===== config.mk =====
export PLATFORM = sky130hd
export DESIGN_NAME = wrls_queue
export DESIGN_NICKNAME = d
export VERILOG_FILES = /design/src/rtl/wrls_pkg.sv /design/src/rtl/wrls_queue.sv
export SDC_FILE = /design/constraint.sdc
export NUM_CORES = 1
export LEC_CHECK = 0
export BUFFER_PORTS_ARGS = -buffer_cell sky130_fd_sc_hd__buf_2
export CAP_MARGIN = 20
export CORE_ASPECT_RATIO = 1.4
export CORE_MARGIN = 2
export CORE_UTILIZATION = 50
export CTS_BUF_LIST = sky130_fd_sc_hd__clkbuf_8 sky130_fd_sc_hd__clkbuf_16
export DETAILED_ROUTE_END_ITERATION = 6
export HOLD_SLACK_MARGIN = 0.06
export PLACE_DENSITY = 0.82
export SLEW_MARGIN = 20
export SYNTH_ARGS = -nofsm -noshare
export SYNTH_HDL_FRONTEND = slang
export SYNTH_SLANG_ARGS = --single-unit

===== constraint.sdc =====
create_clock -name clk -period 7.8 [get_ports clk]
set_input_delay 0.39 -clock clk [delete_from_list [all_inputs] [get_ports clk]]
set_output_delay 0.39 -clock clk [all_outputs]
set_load 0.05 [all_outputs]

===== src/rtl/wrls_pkg.sv =====
// ----------------------------------------------------------------------------
// Word RAM load/store unit package
// Shared widths, access codes, exception codes, state types and the queued
// operation record passed from the front end to the back end.
// ----------------------------------------------------------------------------
package wrls_pkg;

  localparam int unsigned ADDR_W             = 14;
  localparam int unsigned WI_W               = ADDR_W - 2;
  localparam int unsigned DATA_W             = 32;
  localparam int unsigned FUNCT3_W           = 3;
  localparam int unsigned EXC_W              = 2;
  localparam int unsigned LANE_W             = 2;
  localparam int unsigned DEFAULT_WORD_DEPTH = 4096;
  localparam int unsigned QUEUE_DEPTH        = 2;

  localparam logic MODE_LOAD  = 1'b0;
  localparam logic MODE_STORE = 1'b1;

  localparam logic [FUNCT3_W-1:0] F3_BYTE   = 3'd0;
  localparam logic [FUNCT3_W-1:0] F3_HALF   = 3'd1;
  localparam logic [FUNCT3_W-1:0] F3_WORD   = 3'd2;
  localparam logic [FUNCT3_W-1:0] F3_BYTE_U = 3'd4;
  localparam logic [FUNCT3_W-1:0] F3_HALF_U = 3'd5;

  localparam logic [LANE_W-1:0] ALIGN_BYTE = 2'b00;
  localparam logic [LANE_W-1:0] ALIGN_HALF = 2'b01;
  localparam logic [LANE_W-1:0] ALIGN_WORD = 2'b11;

  typedef enum logic [EXC_W-1:0] {
    EXC_NONE             = 2'd0,
    EXC_LOAD_MISALIGNED  = 2'd1,
    EXC_STORE_MISALIGNED = 2'd2,
    EXC_ILLEGAL_WIDTH    = 2'd3
  } exc_code_t;

  typedef enum logic {
    FRONT_IDLE,
    FRONT_REDUCE
  } front_state_t;

  typedef enum logic {
    BACK_IDLE,
    BACK_EXEC
  } back_state_t;

  typedef struct packed {
    logic                is_store;
    logic [FUNCT3_W-1:0] width;
    exc_code_t           exc;
    logic [LANE_W-1:0]   lane;
    logic [WI_W-1:0]     idx;
    logic [DATA_W-1:0]   data;
  } wrls_op_t;

  typedef struct packed {
    logic     push;
    wrls_op_t op;
  } wrls_push_t;

  typedef struct packed {
    logic     valid;
    logic     full;
    wrls_op_t head;
  } wrls_qstat_t;

endpackage


===== src/rtl/wrls_queue.sv =====
// ----------------------------------------------------------------------------
// Operation queue
// Short FIFO of decoded operations between the front end and the back end.
// ----------------------------------------------------------------------------
module wrls_queue
  import wrls_pkg::*;
(
  input  logic        clk,
  input  logic        rst_n,
  input  wrls_push_t  qpush,
  input  logic        pop,
  output wrls_qstat_t qstat
);

  localparam int unsigned PTR_W = (QUEUE_DEPTH > 1) ? $clog2(QUEUE_DEPTH) : 1;
  localparam int unsigned CNT_W = $clog2(QUEUE_DEPTH + 1);

  wrls_op_t          entry_r [QUEUE_DEPTH];
  logic [PTR_W-1:0]  wr_ptr_r, wr_ptr_nxt;
  logic [PTR_W-1:0]  rd_ptr_r, rd_ptr_nxt;
  logic [CNT_W-1:0]  count_r, count_nxt;
  logic              do_push;
  logic              do_pop;

  assign do_push = qpush.push && (count_r != CNT_W'(QUEUE_DEPTH));
  assign do_pop  = pop && (count_r != '0);

  always_comb begin
    wr_ptr_nxt = wr_ptr_r;
    rd_ptr_nxt = rd_ptr_r;
    count_nxt  = count_r;
    if (do_push) begin
      wr_ptr_nxt = (wr_ptr_r == PTR_W'(QUEUE_DEPTH - 1)) ? '0 : wr_ptr_r + 1'b1;
    end
    if (do_pop) begin
      rd_ptr_nxt = (rd_ptr_r == PTR_W'(QUEUE_DEPTH - 1)) ? '0 : rd_ptr_r + 1'b1;
    end
    if (do_push && !do_pop) begin
      count_nxt = count_r + 1'b1;
    end else if (do_pop && !do_push) begin
      count_nxt = count_r - 1'b1;
    end
  end

  assign qstat.valid = (count_r != '0);
  assign qstat.full  = (count_r == CNT_W'(QUEUE_DEPTH));
  assign qstat.head  = entry_r[rd_ptr_r];

  always_ff @(posedge clk) begin
    if (!rst_n) begin
      wr_ptr_r <= '0;
      rd_ptr_r <= '0;
      count_r  <= '0;
    end else begin
      wr_ptr_r <= wr_ptr_nxt;
      rd_ptr_r <= rd_ptr_nxt;
      count_r  <= count_nxt;
    end
  end

  always_ff @(posedge clk) begin
    if (do_push) begin
      entry_r[wr_ptr_r] <= qpush.op;
    end
  end

endmodule


* After elaboration in Yosys (flattened, before gate mapping)
Memory sizes are Yosys's and may differ from the RTL's. A register that Yosys moved wholly into a read port is not among the register bits. Cells that the tools add are included.
Storage, ports and cells: flip-flop bits (word level) 4, bits in writable memories 104, input port bits 56, output and inout bits 54, word-level logic and storage cells 26, memories kept 1
Operators by class: $add $sub $neg 4, eq/ne operators 2, multiplexer cells 8, reductions and logical operators 8
Memory list:
- entry_r | depth 2, bits a word 52, rd ports 1, clocked after memory_dff 1, wr ports 1, RTL line wrls_queue.sv:18 | wrls_op_t entry_r [QUEUE_DEPTH];
Operator list (number):
- $mux 1 | 6
- $logic_and 1x1->1 | 4
- $mux 2 | 2
- $reduce_bool 2->1 | 2
- $add 1x1->1 const B | 2
- $add 2x1->2 const B | 1
- $eq 2x2->1 const B | 1
- $logic_not 1->1 | 2
- $ne 2x2->1 const B | 1
- $sub 2x1->2 const B | 1

* Longest topological paths before layout
depth in word-level cells 6, depth in mapped cells 7, gate-level depth less buffers 7

* Worst setup path before layout
Ideal clock, no wire load.
kind register to register, start point reg count_r[0], end point mem entry_r[0][0] in the netlist's numbering (enable), library setup time 454 ps, arrival 2744 ps, data required time 7346 ps, slack 4602 ps, cell stages (with the launch flop) 4, buffers on the path 0, period minus slack after synthesis 3198 ps, path through dfxtp_1 nand2b_1 inv_2 nor3_2
Between the ends: longest elaborated chain between the ends 4
Ends and longest elaborated chain:
- start, declared | RTL line wrls_queue.sv:21 | logic [CNT_W-1:0] count_r, count_nxt;
- start signal, assigned | RTL line wrls_queue.sv:57 | count_r <= count_nxt;
- $ne 2x2->1 | RTL line wrls_queue.sv:25 | assign do_push = qpush.push && (count_r != CNT_W'(QUEUE_DEPTH));
- $logic_and 1x1->1 | RTL line wrls_queue.sv:25
- $mux 1 | RTL line wrls_queue.sv:62 | if (do_push) begin
- $mux 1 (not written as such) | RTL line wrls_queue.sv:63 | entry_r[wr_ptr_r] <= qpush.op;
- end, declared | RTL line wrls_queue.sv:18
Every way passes these cells.

==> flow_metrics.env <==
export IMPL_status="finished, final reports clean"
export IMPL_via_count=2036
export IMPL_hp_start="qpush[17]"
export IMPL_r2r_cells=5
export IMPL_cts_tree="yes"
export IMPL_fin_crit_ns=2.21
export IMPL_stdcell_area_um2=4830
export IMPL_hp_class="input pin to flip-flop"
export IMPL_critical_path_max_fanout=52
export IMPL_ctsResizeCount=0
export IMPL_clock_latency_ns=0.35
export IMPL_grt_pass1_vias=2105
export IMPL_drive_gt1_share_pct=58.6
export IMPL_antenna_found_initial=0
export IMPL_drcViolationCount=0
export IMPL_n_antenna_cell=0
export IMPL_fmax_mhz=451
export IMPL_grt_ovfl_total=0
export IMPL_drv_cap=0
export IMPL_finalSetupViolCount=0
export IMPL_finalNetCount=361
export IMPL_clkSlewWorstSetupHoldPaths_ns=0.09
export IMPL_seq_area_frac_synth_pct=80.8
export IMPL_ys_top_cells_by_area="edfxtp_1 (78%), mux2_2 (15%), dfxtp_1 (2.5%)"
export IMPL_cts_buffers=9
export IMPL_gr_usage_all_layers_pct=15.4
export IMPL_ant_nets=0
export IMPL_cpPeakStageDelay_ns=0.81
export IMPL_start_util_pct=51.5
export IMPL_cts_root_buf="clkbuf_8"
export IMPL_endpoint_kind="output pin"
export IMPL_gp_congestion=0.742
export IMPL_cts_htree_levels=3
export IMPL_drv_slew=0
export IMPL_worst_pin_slew_ns=0.696
export IMPL_rsz0062_at_grt="false"
export IMPL_multi_input_area_um2=722
export IMPL_ir_drop_uv=271
export IMPL_wl_per_cell_um=16.3
export IMPL_syn_nets=244
export IMPL_netlist_area_um2=3990
export IMPL_critical_path_required_ns=7.41
export IMPL_clkSinkCount=109
export IMPL_rrSetupSlack_ns=5.78
export IMPL_power_density_nw_per_um2=361
export IMPL_ys_ff_latch=109
export IMPL_hold_path_depth=1
export IMPL_clock_skew_ns=0.00575
export IMPL_die_h_um=110
export IMPL_start_kind="flip-flop"
export IMPL_post_route_period_util_pct=28.4
export IMPL_final_common_cell="buf_2"
export IMPL_wl_um=6620
export IMPL_critPathArrivalTime_ns=1.82
export IMPL_p_leak_nw=1.81
export IMPL_crit_type="flip-flop to output pin"
export IMPL_maxSlewHeadroom_pct=53.6
export IMPL_r2r_end="entry_r[0][30]"
export IMPL_area_growth_pct=21.1
export IMPL_grt_max_degree=53
export IMPL_first_pass_iters=6
export IMPL_dieWidth_um=79.5
export IMPL_whs_endpoint="entry_r[1][17]"
export IMPL_tns_ns=0
export IMPL_ios=110
export IMPL_die_area_um2=8720
export IMPL_grt_first_pass_wirelength_um=9530
export IMPL_regArea_um2=3230
export IMPL_cpMaxStageDelayCell="dfxtp_4"
export IMPL_final_cell_mix="buf_2 (109), edfxtp_1 (104), mux2_2 (52)"
export IMPL_ys_types=22
export IMPL_yosys_warnings=0
export IMPL_dp_hpwl_um=4330
export IMPL_viasPerCell=5.00
export IMPL_synth_top_area_share_pct=78.3
export IMPL_cts_hold_buf=0
export IMPL_cp_cell_sequence="mux2_2 > buf_2"
export IMPL_fill_cells=587
export IMPL_post_cts_buffers=0
export IMPL_avgSynthCellArea_um2=21.3
export IMPL_row_count=38
export IMPL_r2r_start="count_r[0]"
export IMPL_netlist_instances=187
export IMPL_port_buffers=109
export IMPL_finalHoldViolations=0
export IMPL_placed_cell_area_um2=4640
export IMPL_dr_first_iter_drc_count=97
export IMPL_yosys_area_top_type="edfxtp_1"
export IMPL_clk_path_buf_depth=2
export IMPL_core_area_um2=7750
## worst max-delay path by stage
stage / start / end / cells past startpoint
2_1_floorplan: count_r[0] / entry_r[0][0] / 3
3_3_place_gp: count_r[0] / entry_r[0][33] / 4
3_5_place_dp: count_r[0] / entry_r[0][42] / 4
4_1_cts: count_r[0] / entry_r[0][21] / 4
5_1_grt: flip-flop / qstat[30] / 2
6_report: flip-flop / qstat[36] / 2
## layer usage
metal / track usage, % / share of wire [%]
met4: 13.4 / 4.9
met2: 27.4 / 54
met1: 15.0 / 36
met5: 0 / 0
met3: 2.87 / 4.5
## per-stage QoR
step	total power [mW]	cells	worst slack (ns)	util, %	hold WS (ns)
finish	1.74	407	5.59	62.3	0.216
global route	1.81	407	5.49	62.3	0.197
CTS	1.76	406	5.33	62.1	0.193
detailed placement	1.46	392	5.35	59.9	0.523
global placement	1.45	392	5.45	59.9	0.501
floorplan	1.32	187	4.60	-	0.479
## flip-flops by register name, indices dropped and copies added, names as in the netlist, named ones only
signal	count
count_r	2
rd_ptr_r	1
entry_r	104
wr_ptr_r	1
## cell families (layout without fill, tap and decap cells)
group / after synthesis / count (layout) / synth area share (%)
flops: 109 / 109 / 80.8
buf+inv: 8 / 128 / 1.25
xor+xnor: 3 / 3 / 0.659
simple gates: 9 / 9 / 1.44
compound gates: 5 / 5 / 0.816
fa+ha+maj: 1 / 1 / 0.314
mux: 52 / 52 / 14.7
## final cells by class
type                    instances  area share, %
flip-flops and latches        109           66.8
multi-input cells              70           15.0
repair buffers                112           11.9
well taps                     100           2.59
clock buffers                   9           2.57
clock inverters                 5          0.959
inverters                       2          0.156
## where the power goes
group          switching [mW]  total (mW)  internal, mW
Combinational           0.457       0.646         0.190
Sequential             0.0586       0.795         0.736
Clock                   0.162       0.303         0.141
## critical path: cells and delay by family (launching register included)
kind / cells / cell delay (ns)
multiplexers: 1 / 0.42
flip-flops: 1 / 0.81
buffers and inverters: 1 / 0.21
## cell usage after synthesis (all sizes together)
cell type  number
or3             1
or2             1
edfxtp        104
mux2           52
buf             6
and3            1
inv             2
dfxtp           5
ha              1
o21a            1
nor2            1
a21boi          2
xnor2           2
and2            3
o21ai           2
nor3            1
nand2b          1
xor2            1
No activity file was read; power rests on OpenSTA's default activity.
